$ cat src/rtl/crc8fc_pkg.sv
// ----------------------------------------------------------------------------
// crc8fc_pkg
// Shared types, codes and helper functions for the CRC-8 frame checker.
// ----------------------------------------------------------------------------
package crc8fc_pkg;

    // Field widths
    localparam int BYTE_W     = 8;
    localparam int WORD_W     = 32;
    localparam int INDEX_W    = 4;
    localparam int KIND_W     = 2;
    localparam int STATUS_W   = 2;
    localparam int CFG_IDX_W  = 3;
    localparam int NUM_WORDS  = 3;
    localparam int LANES      = WORD_W / BYTE_W;

    // CRC-8 polynomial x^8 + x^2 + x + 1
    localparam logic [BYTE_W-1:0] CRC_POLY = 8'h07;

    // Frame kinds
    localparam logic [KIND_W-1:0] KIND_SOUND    = 2'd0;
    localparam logic [KIND_W-1:0] KIND_POSITION = 2'd1;
    localparam logic [KIND_W-1:0] KIND_LIGHT    = 2'd2;
    localparam logic [KIND_W-1:0] KIND_TIMING   = 2'd3;

    // Status codes
    localparam logic [STATUS_W-1:0] ST_OK        = 2'd0;
    localparam logic [STATUS_W-1:0] ST_SHORT     = 2'd1;
    localparam logic [STATUS_W-1:0] ST_CRC_BAD   = 2'd2;
    localparam logic [STATUS_W-1:0] ST_WRONG_CMD = 2'd3;

    // Configuration register indexes
    localparam logic [CFG_IDX_W-1:0] REG_VOLUME    = 3'd0;
    localparam logic [CFG_IDX_W-1:0] REG_POSITION  = 3'd1;
    localparam logic [CFG_IDX_W-1:0] REG_LIGHT     = 3'd2;
    localparam logic [CFG_IDX_W-1:0] REG_LASER_ON  = 3'd3;
    localparam logic [CFG_IDX_W-1:0] REG_LASER_OFF = 3'd4;
    localparam logic [CFG_IDX_W-1:0] REG_TIMING    = 3'd5;

    // Register reset values
    localparam logic [BYTE_W-1:0] RST_VOLUME    = 8'd1;
    localparam logic [BYTE_W-1:0] RST_POSITION  = 8'd2;
    localparam logic [BYTE_W-1:0] RST_LIGHT     = 8'd3;
    localparam logic [BYTE_W-1:0] RST_LASER_ON  = 8'd4;
    localparam logic [BYTE_W-1:0] RST_LASER_OFF = 8'd5;
    localparam logic [BYTE_W-1:0] RST_TIMING    = 8'd6;

    // Command register bank
    typedef struct packed {
        logic [BYTE_W-1:0] volume;
        logic [BYTE_W-1:0] position;
        logic [BYTE_W-1:0] light;
        logic [BYTE_W-1:0] laser_on;
        logic [BYTE_W-1:0] laser_off;
        logic [BYTE_W-1:0] timing;
    } cmd_regs_t;

    // Index of the CRC byte for each kind (frame length minus one)
    function automatic logic [INDEX_W-1:0] crc_index(input logic [KIND_W-1:0] kind);
        logic [INDEX_W-1:0] idx;
        case (kind)
            KIND_SOUND:    idx = 4'd5;
            KIND_POSITION: idx = 4'd9;
            KIND_LIGHT:    idx = 4'd1;
            KIND_TIMING:   idx = 4'd13;
            default:       idx = 4'd13;
        endcase
        return idx;
    endfunction

    // One byte through the MSB-first CRC-8, eight shift steps unrolled
    function automatic logic [BYTE_W-1:0] crc8_byte(input logic [BYTE_W-1:0] crc,
                                                   input logic [BYTE_W-1:0] data);
        logic [BYTE_W-1:0] c;
        c = crc ^ data;
        for (int k = 0; k < BYTE_W; k++) begin
            if (c[BYTE_W-1])
                c = {c[BYTE_W-2:0], 1'b0} ^ CRC_POLY;
            else
                c = {c[BYTE_W-2:0], 1'b0};
        end
        return c;
    endfunction

    // Command check for the frame kind
    function automatic logic cmd_match(input logic [KIND_W-1:0] kind,
                                       input logic [BYTE_W-1:0] cmd,
                                       input cmd_regs_t regs);
        logic ok;
        case (kind)
            KIND_SOUND:    ok = (cmd == regs.volume);
            KIND_POSITION: ok = (cmd == regs.position);
            KIND_LIGHT:    ok = (cmd == regs.light) || (cmd == regs.laser_on)
                                || (cmd == regs.laser_off);
            KIND_TIMING:   ok = (cmd == regs.timing);
            default:       ok = 1'b0;
        endcase
        return ok;
    endfunction

endpackage

$ cat src/rtl/crc8_message_frame_checker_core.sv
// The status appears in the result register in the cycle after its byte transfer.
// Throughput: one byte per cycle unless stalled; each byte is taken in a single pass through the
//   unrolled CRC-8 step and the frame bookkeeping, so the next byte may follow at once.
// Input ready drops only while a result waits and the output side is stalled.
// Reset (rst_n low, asynchronous): no frame open, command registers at defaults,
//   result register empty.
// ----------------------------------------------------------------------------
// crc8_message_frame_checker_core
// Byte-serial frame checker: collects command and payload words, runs CRC-8
// over the frame and reports at most one status per frame.
// ----------------------------------------------------------------------------
module crc8_message_frame_checker_core
    import crc8fc_pkg::*;
(
    input  logic                 clk,
    input  logic                 rst_n,

    // Configuration write port
    input  logic                 cfg_write,
    input  logic [CFG_IDX_W-1:0] cfg_index,
    input  logic [BYTE_W-1:0]    cfg_data,

    // Byte input channel
    input  logic                 in_valid,
    output logic                 in_ready,
    input  logic [BYTE_W-1:0]    rx_byte,
    input  logic                 frame_start,
    input  logic                 frame_end,
    input  logic [KIND_W-1:0]    func,

    // Status output channel
    output logic                 out_valid,
    input  logic                 out_ready,
    output logic [STATUS_W-1:0]  status,
    output logic [BYTE_W-1:0]    command_code,
    output logic [WORD_W-1:0]    word_a,
    output logic [WORD_W-1:0]    word_b,
    output logic [WORD_W-1:0]    word_c
);

    // Command registers
    cmd_regs_t cmd_regs_reg;

    // Frame state
    logic [BYTE_W-1:0]  running_crc_reg, running_crc_next;
    logic [INDEX_W-1:0] byte_index_reg, byte_index_next;
    logic [KIND_W-1:0]  frame_kind_reg, frame_kind_next;
    logic [BYTE_W-1:0]  first_byte_reg, first_byte_next;
    logic [WORD_W-1:0]  payload_reg [NUM_WORDS];
    logic [WORD_W-1:0]  payload_next [NUM_WORDS];
    logic               reported_reg, reported_next;

    // Result register
    logic                out_valid_reg, out_valid_next;
    logic [STATUS_W-1:0] status_reg, status_next;
    logic [BYTE_W-1:0]   cmd_out_reg;
    logic [WORD_W-1:0]   word_out_reg [NUM_WORDS];

    logic               in_xfer;
    logic [INDEX_W-1:0] pay_pos;

    assign in_ready = !out_valid_reg || out_ready;
    assign in_xfer  = in_valid && in_ready;

    // Configuration writes; out-of-range indexes fall through
    always_ff @(posedge clk or negedge rst_n)
    begin
        if (!rst_n)
        begin
            cmd_regs_reg.volume    <= RST_VOLUME;
            cmd_regs_reg.position  <= RST_POSITION;
            cmd_regs_reg.light     <= RST_LIGHT;
            cmd_regs_reg.laser_on  <= RST_LASER_ON;
            cmd_regs_reg.laser_off <= RST_LASER_OFF;
            cmd_regs_reg.timing    <= RST_TIMING;
        end
        else if (cfg_write)
        begin
            case (cfg_index)
                REG_VOLUME:    cmd_regs_reg.volume    <= cfg_data;
                REG_POSITION:  cmd_regs_reg.position  <= cfg_data;
                REG_LIGHT:     cmd_regs_reg.light     <= cfg_data;
                REG_LASER_ON:  cmd_regs_reg.laser_on  <= cfg_data;
                REG_LASER_OFF: cmd_regs_reg.laser_off <= cfg_data;
                REG_TIMING:    cmd_regs_reg.timing    <= cfg_data;
                default:       ;
            endcase
        end
    end

    // Per-byte frame update
    always_comb
    begin
        running_crc_next = running_crc_reg;
        byte_index_next  = byte_index_reg;
        frame_kind_next  = frame_kind_reg;
        first_byte_next  = first_byte_reg;
        reported_next    = reported_reg;
        pay_pos          = '0;
        for (int w = 0; w < NUM_WORDS; w++)
            payload_next[w] = payload_reg[w];
        out_valid_next = out_valid_reg && !out_ready;
        status_next    = status_reg;

        if (in_xfer)
        begin
            out_valid_next = 1'b0;
            // frame start drops any open frame
            if (frame_start)
            begin
                frame_kind_next  = func;
                running_crc_next = '0;
                byte_index_next  = '0;
                first_byte_next  = '0;
                reported_next    = 1'b0;
                for (int w = 0; w < NUM_WORDS; w++)
                    payload_next[w] = '0;
            end

            if (!reported_next)
            begin
                if (byte_index_next >= crc_index(frame_kind_next))
                begin
                    // CRC byte: checks in order mismatch, then command
                    out_valid_next = 1'b1;
                    reported_next  = 1'b1;
                    if (running_crc_next != rx_byte)
                        status_next = ST_CRC_BAD;
                    else if (!cmd_match(frame_kind_next, first_byte_next, cmd_regs_reg))
                        status_next = ST_WRONG_CMD;
                    else
                        status_next = ST_OK;
                end
                else
                begin
                    running_crc_next = crc8_byte(running_crc_next, rx_byte);
                    if (byte_index_next == '0)
                        first_byte_next = rx_byte;
                    else
                    begin
                        // position of the current byte within the payload
                        pay_pos = byte_index_next - 4'd1;
                        for (int w = 0; w < NUM_WORDS; w++)
                            for (int l = 0; l < LANES; l++)
                                if (pay_pos[3:2] == w[1:0] && pay_pos[1:0] == l[1:0])
                                    payload_next[w][l*BYTE_W +: BYTE_W] = rx_byte;
                    end
                    byte_index_next = byte_index_next + 4'd1;
                    // early end closes the frame as short
                    if (frame_end)
                    begin
                        out_valid_next = 1'b1;
                        reported_next  = 1'b1;
                        status_next    = ST_SHORT;
                    end
                end
            end
        end
    end

    // Control state
    always_ff @(posedge clk or negedge rst_n)
    begin
        if (!rst_n)
        begin
            running_crc_reg <= '0;
            byte_index_reg  <= '0;
            frame_kind_reg  <= KIND_SOUND;
            first_byte_reg  <= '0;
            reported_reg    <= 1'b1;
            out_valid_reg   <= 1'b0;
            status_reg      <= ST_OK;
            for (int w = 0; w < NUM_WORDS; w++)
                payload_reg[w] <= '0;
        end
        else
        begin
            running_crc_reg <= running_crc_next;
            byte_index_reg  <= byte_index_next;
            frame_kind_reg  <= frame_kind_next;
            first_byte_reg  <= first_byte_next;
            reported_reg    <= reported_next;
            out_valid_reg   <= out_valid_next;
            status_reg      <= status_next;
            for (int w = 0; w < NUM_WORDS; w++)
                payload_reg[w] <= payload_next[w];
        end
    end

    // Result payload, loaded when a status is produced
    always_ff @(posedge clk)
    begin
        if (in_xfer && out_valid_next)
        begin
            cmd_out_reg <= first_byte_next;
            for (int w = 0; w < NUM_WORDS; w++)
                word_out_reg[w] <= payload_next[w];
        end
    end

    assign out_valid    = out_valid_reg;
    assign status       = status_reg;
    assign command_code = cmd_out_reg;
    assign word_a       = word_out_reg[0];
    assign word_b       = word_out_reg[1];
    assign word_c       = word_out_reg[2];

    // Checks
    a_idle_byte_no_result: assert property (@(posedge clk) disable iff (!rst_n)
        in_xfer && !frame_start && reported_reg |=> !out_valid_reg)
        else $error("byte outside a frame produced a result");

    a_index_in_range: assert property (@(posedge clk) disable iff (!rst_n)
        byte_index_reg <= 4'd13)
        else $error("byte index past the longest frame");

    a_result_closes_frame: assert property (@(posedge clk) disable iff (!rst_n)
        out_valid_reg |-> reported_reg)
        else $error("result pending while a frame is still open");

    a_start_takes_command: assert property (@(posedge clk) disable iff (!rst_n)
        in_xfer && frame_start && !frame_end |=> byte_index_reg == 4'd1 && !out_valid_reg)
        else $error("frame start byte not taken as command");

endmodule

$ cat config.mk
export PLATFORM = sky130hd
export DESIGN_NAME = crc8_message_frame_checker_core
export DESIGN_NICKNAME = d
export VERILOG_FILES = /design/src/rtl/crc8fc_pkg.sv /design/src/rtl/crc8_message_frame_checker_core.sv
export SDC_FILE = /design/constraint.sdc
export NUM_CORES = 1
export LEC_CHECK = 0
export BUFFER_PORTS_ARGS = -buffer_cell sky130_fd_sc_hd__buf_2
export CORE_MARGIN = 5
export CORE_UTILIZATION = 60
export DETAILED_ROUTE_END_ITERATION = 10
export PLACE_DENSITY = 0.82
export SETUP_SLACK_MARGIN = 0.4
export SYNTH_ARGS = -nofsm -noshare
export SYNTH_HDL_FRONTEND = slang
export SYNTH_SLANG_ARGS = --single-unit
$ cat constraint.sdc
create_clock -name clk -period 10.37 [get_ports clk]
set_input_delay 1.5555 -clock clk [delete_from_list [all_inputs] [get_ports clk]]
set_output_delay 1.5555 -clock clk [all_outputs]
set_load 0.05 [all_outputs]
==> results of run 1 <==
how the worst min path moves through the flow:
stage	endpoint	slack [ns]	cells after the start
after floorplan	running_crc_reg[5]	0.44	2
after global placement	running_crc_reg[5]	0.46	2
after detailed placement	running_crc_reg[5]	0.47	2
after CTS	running_crc_reg[5]	0.49	2
after global routing	payload_reg[41]	0.51	1
final	running_crc_reg[5]	0.49	2
synth_stat cells, types with 7 or more instances:
master,instances
mux2_2,48
a31oi_1,15
edfxtp_1,104
nand2b_1,7
nor2_2,7
a21oi_1,15
nor2b_1,7
buf_2,16
nand2_1,29
inv_1,13
dfrtp_1,160
a22o_1,113
dfstp_2,10
o21ai_0,23
xnor2_1,28
o32ai_1,8
nor2_1,40
ha_1,12
clkbuf_1,26
o21ai_1,16
nor4bb_1,14
power by group through the flow:
stage | clock network, W | registers (W) | logic [W]
detailed placement | 0 | 0.00144 | 0.000787
global placement | 0 | 0.00144 | 0.000766
CTS | 0.000970 | 0.00142 | 0.000793
global route | 0.00101 | 0.00144 | 0.000856
floorplan | 0 | 0.00154 | 0.000493
finish | 0.000956 | 0.00143 | 0.000792
stage by stage:
stage               instances  cell area [um^2]  power, W
floorplan                 788             11220  0.002038
global placement         1119             12050  0.002203
detailed placement       1119             12050  0.002228
CTS                      1169             12920  0.003186
global route             1169             12920  0.003314
finish                   1169             12920  0.003174
metal layers:
metal | global-route usage (%) | up-vias | part of all wire, %
li1 | - | 3258 | -
met1 | 32.15 | 3642 | 43
met2 | 38.60 | 242 | 49
met3 | 3.609 | 43 | 5.4
met4 | 6.397 | 0 | 2.7
met5 | 0 | - | 0
cell families (layout without fill, tap and decap cells):
logic type,Yosys count,in the layout,share of synthesized area (%)
DFF,274,274,65.83
muxes,53,53,5.273
buffers and inverters,58,205,2.218
AOI/OAI and AO/OA,216,216,14.81
adders and majority gates,12,12,1.338
xor gates and xnor gates,35,35,2.999
and+or+nand+nor,140,140,7.524
critical path, cell delays in order:
cell     delay [ns]
buf_2          0.11
buf_4          0.63
mux2i_1        0.24
ha_1           0.33
inv_1          0.04
ha_1           0.27
a21o_1         0.16
a21o_1         0.45
o21ai_0        0.30
inv_4          0.45
buf_4          0.76
layout make-up:
| type | instances | share of cell area [%] |
|---|---|---|
| Clock buffer | 42 | 5.895 |
| Clock inverter | 8 | 0.8422 |
| Inverter | 13 | 0.3969 |
| Multi-Input combinational cell | 456 | 27.74 |
| Sequential cell | 274 | 57.17 |
| Tap cell | 234 | 2.265 |
| Timing Repair Buffer | 142 | 5.682 |
==> flow_summary.ini, run 1 <==
[power]
power.share.sequential_pct = 44.9
p_int_w = 0.002128
switching_share_pct = 32.95
power.switching_w = 0.001046
p_per_area_nw_per_um2 = 245.6
combinationalPowerShare_pct = 25.0
p_leak_nw = 5.565
maximum_ir_drop_on_the_vdd_rail_mv = 0.1600
clk_pwr_share_pct = 30.1

[synth]
synth_enable_flop_cells = 104
post_syn_area_per_cell_um2 = 14.24
post_synth_num_cell_types = 65
ys_async_sr_fraction_pct = 62.04
yosys.area.top_type_share_pct = 35.67
synth_sequential_area_ratio_pct = 65.83
synthCells = 788
mappedNetlistArea_um2 = 11220
post_syn_nets = 828
ys_top_cells_by_area = dfrtp_1, edfxtp_1, a22o_1
synth_top_flop_cell = dfrtp_1
yosys.area.top_type = dfrtp_1
postSynthRegisterBits = 274
yosysWarningCount = 0

[setup_path]
worstSetupStartpointType = primary input
r2r_setup_slack_ns = 6.35
setup.worst_path.end_class = flip-flop
reg2reg_depth = 10
reg2reg_to = word_out_reg[0][47]
crit_fanout = 79
timing.critical_path.required_ns = 10.53
cp_data_arrival_time_ns = 5.38
timing.rr.start = frame_kind_reg[0]
worst-setup-path-type = primary input to flip-flop
timing.critical_path.to = word_out_reg[0][47]
setup.worst_path.start = frame_start

[clocking]
cts_post_setup_buffers_inserted = 0
cts.root.buffer_cell = clkbuf_16
clk-insertion-delay-late_ns = 0.54
cts-resized-gates = 0
htreeDepth = 1
cts_buffers = 27
hold_buf_count_cts = 0
clock_sink_count = 274
tritoncts = yes
clk_transition_reported_paths_ns = 0.06
buffer_levels_on_the_longest_clock_path = 3

[final_layout]
register_area_um2 = 7390
multiInputGateArea_um2 = 3586
postLayoutCoreUtil_pct = 69.56
final_layout_size_suffix_gt1_share_pct = 28.34
design.final.nets = 954
final_common_cell = dfrtp_1
layout_common_cells = dfrtp_1, buf_2, a22o_1, edfxtp_1, mux2_2
synthToLayoutAreaGrowth_pct = 15.15
antenna_cells_inserted = 0
fillers = 1263

[floorplanning]
pin_count = 136
std_cell_rows = 50
floorplan.die.height_um = 146.8
die_width_um = 146.8
core-area_um2 = 18580
floorplan.die_area_um2 = 21540
initial_utilization_pct = 60.41

[sta]
slew_at_the_pin_closest_to_its_max_slew_limit_ns = 1.008
post-route-min-period_ns = 5.220
grt_setup_unrepaired = no
totalNegativeSetupSlack_ns = 0
post-route-period-util_pct = 50.34
timing.max_slew.rel_slack_pct = 32.82
finalSetupViolations = 0
worst_hold_slack_ns = 0.4905
timing.final.ws_setup_ns = 5.150
clock.fmax_mhz = 191.6
skew_ns = 0.01372
report.final.slew_viol_count = 0
fin_hold_viols = 0

[drt]
vias = 7185
drc = 0
detail_route.iter0.violations = 545
detail_route.wirelength_um = 25280
post_dr_vias_cell = 6.146
wire_per_inst_um = 21.63
final_antenna_net_count = 0
firstDrtPassIters = 5

[placement]
numPortBuffers = 135
gp_routability_congestion = 0.8367
placement.setup.worst_slack_ns = 4.615
hpwl_um = 16000

[global_routing]
grt_start_max_net_pins = 93
gr-total-overflow = 0
grt_first_pass_wirelength_um = 40090
first_global_vias = 7169
grt_antenna_before_repair = 0
gr-usage-all-layers_pct = 23.15

[run_status]
outcome = finished, final reports clean

[min_path]
min_from = running_crc_reg[5]
holdCritPathClass = flip-flop to flip-flop

[job]
max_cap_viol_count = 0
(Power assumes the default switching activity.)
==> run 2: changes to the inputs <==
--- a/config.mk
+++ b/config.mk
@@ -7,9 +7,9 @@
 export LEC_CHECK = 0
 export BUFFER_PORTS_ARGS = -buffer_cell sky130_fd_sc_hd__buf_2
 export CORE_MARGIN = 5
-export CORE_UTILIZATION = 60
+export CORE_UTILIZATION = 58
 export DETAILED_ROUTE_END_ITERATION = 10
-export PLACE_DENSITY = 0.82
+export PLACE_DENSITY = 0.8
 export SETUP_SLACK_MARGIN = 0.4
 export SYNTH_ARGS = -nofsm -noshare
 export SYNTH_HDL_FRONTEND = slang
==> constraint.sdc (replaced) <==
create_clock -name clk -period 5.27 [get_ports clk]
set_input_delay 0.7905 -clock clk [delete_from_list [all_inputs] [get_ports clk]]
set_output_delay 0.7905 -clock clk [all_outputs]
set_load 0.05 [all_outputs]
==> flow_summary.ini, run 2 (synthesis results as in run 1) <==
[setup_path]
cp_data_arrival_time_ns = 3.83
worst-setup-path-type = primary input to flip-flop
timing.critical_path.required_ns = 5.54
crit_fanout = 37
setup.worst_path.end_class = flip-flop
worstSetupStartpointType = primary input

[clocking]
clk_transition_reported_paths_ns = 0.06
cts-resized-gates = 0
cts.root.buffer_cell = clkbuf_16
hold_buf_count_cts = 0
tritoncts = yes
clock_sink_count = 274
clk-insertion-delay-late_ns = 0.53
htreeDepth = 1
cts_post_setup_buffers_inserted = 0
cts_buffers = 27
buffer_levels_on_the_longest_clock_path = 3

[drt]
post_dr_vias_cell = 6.020
dr.max_layer_used = met4
route.layer.met1.wl_um = 10770
wire_per_inst_um = 20.93
met3RoutedLength_um = 1671
final_antenna_net_count = 0
met2WireLength_um = 12120
detail_route.wirelength_um = 25030
vias = 7200
detail_route.iter0.violations = 548
firstDrtPassIters = 5
drc = 0

[floorplanning]
floorplan.die_area_um2 = 22240
die_width_um = 149.1
floorplan.die.height_um = 149.1
initial_utilization_pct = 59.41
pin_count = 136
std_cell_rows = 50
core-area_um2 = 18890

[global_routing]
gr-usage-all-layers_pct = 22.32
grt_antenna_before_repair = 0
gr-total-overflow = 0
grt_start_max_net_pins = 76
grt_first_pass_wirelength_um = 39260
first_global_vias = 7125

[final_layout]
final_common_cell = dfrtp_1
finalNonFillerCells = 1196
fillers = 1337
layout_common_cells = dfrtp_1, buf_2, a22o_1, edfxtp_1, mux2_2
design.final.nets = 955
antenna_cells_inserted = 0
final_layout_size_suffix_gt1_share_pct = 29.17
fin_area_um2 = 12980
synthToLayoutAreaGrowth_pct = 15.67

[power]
maximum_ir_drop_on_the_vdd_rail_mv = 0.3085
p_per_area_nw_per_um2 = 475.2
p_leak_nw = 5.561

[job]
max_cap_viol_count = 0

[sta]
totalNegativeSetupSlack_ns = 0
timing.max_slew.rel_slack_pct = 26.68
post-route-min-period_ns = 3.559
skew_ns = 0.01149
post-route-period-util_pct = 67.53
worst_hold_slack_ns = 0.2774
report.final.slew_viol_count = 0
fin_hold_viols = 0
slew_at_the_pin_closest_to_its_max_slew_limit_ns = 1.084
clock.fmax_mhz = 281.0
finalSetupViolations = 0
grt_setup_unrepaired = no
timing.final.ws_setup_ns = 1.711

[placement]
post-place-cells = 1146
post_dp_cell_area_um2 = 12140
hpwl_um = 16430
placement.setup.worst_slack_ns = 1.199
gp_routability_congestion = 0.8662
numPortBuffers = 135

[min_path]
holdCritPathClass = primary input to asynchronous set/reset pin

[run_status]
outcome = finished, final reports clean
run 2: area by class of cell:
type	instances	area [um^2]	area share, %
clock buffers	43	795.8	6.129
inverters	13	52.55	0.4047
clock inverters	7	43.79	0.3373
well taps	260	325.3	2.506
repair buffers	143	754.5	5.811
flip-flops and latches	274	7390	56.91
multi-input cells	456	3622	27.90
run 2: path summary, 6_finish.rpt:
check / start / end / slack, ns / cells after the start
setup / recovery: frame_start / word_out_reg[0][58] / 1.71 / 13
hold / removal: rst_n / payload_reg[80] / 0.28 / 1
setup reg to reg: frame_kind_reg[0] / word_out_reg[0][58] / 2.02 / 12
hold reg to reg: running_crc_reg[5] / running_crc_reg[5] / 0.48 / 2
max in group asynchronous: rst_n / payload_reg[29] / 3.84 / 2
min in group clk: running_crc_reg[5] / running_crc_reg[5] / 0.48 / 2
run 2: per-layer routing:
metal  up-vias  track usage (%)
met5         -                0
met4         0            4.394
met3        43            3.555
met2       286            36.95
met1      3624            31.95
li1       3247                -
run 2: worst max-delay path: stages:
cell and delay (ns):
buf_2 0.23, buf_4 0.43, nand2b_1 0.22, inv_1 0.09, ha_1 0.23, nand2b_1 0.15
a21o_1 0.19, a211oi_1 0.24, buf_4 0.22, nand2_1 0.08, nor4_1 0.34, o21ai_1 0.30
a22o_1 0.31
run 2: through the flow:
stage	power, W	util [%]
floorplan	0.004021	-
global placement	0.004357	64.28
detailed placement	0.004398	64.28
CTS	0.006197	68.72
global route	0.006457	68.72
finish	0.006170	68.72
run 2: power by group:
group	switching [W]	internal [W]
combinational	0.00101	0.000561
sequential	0.000263	0.00254
clock	0.000761	0.00103
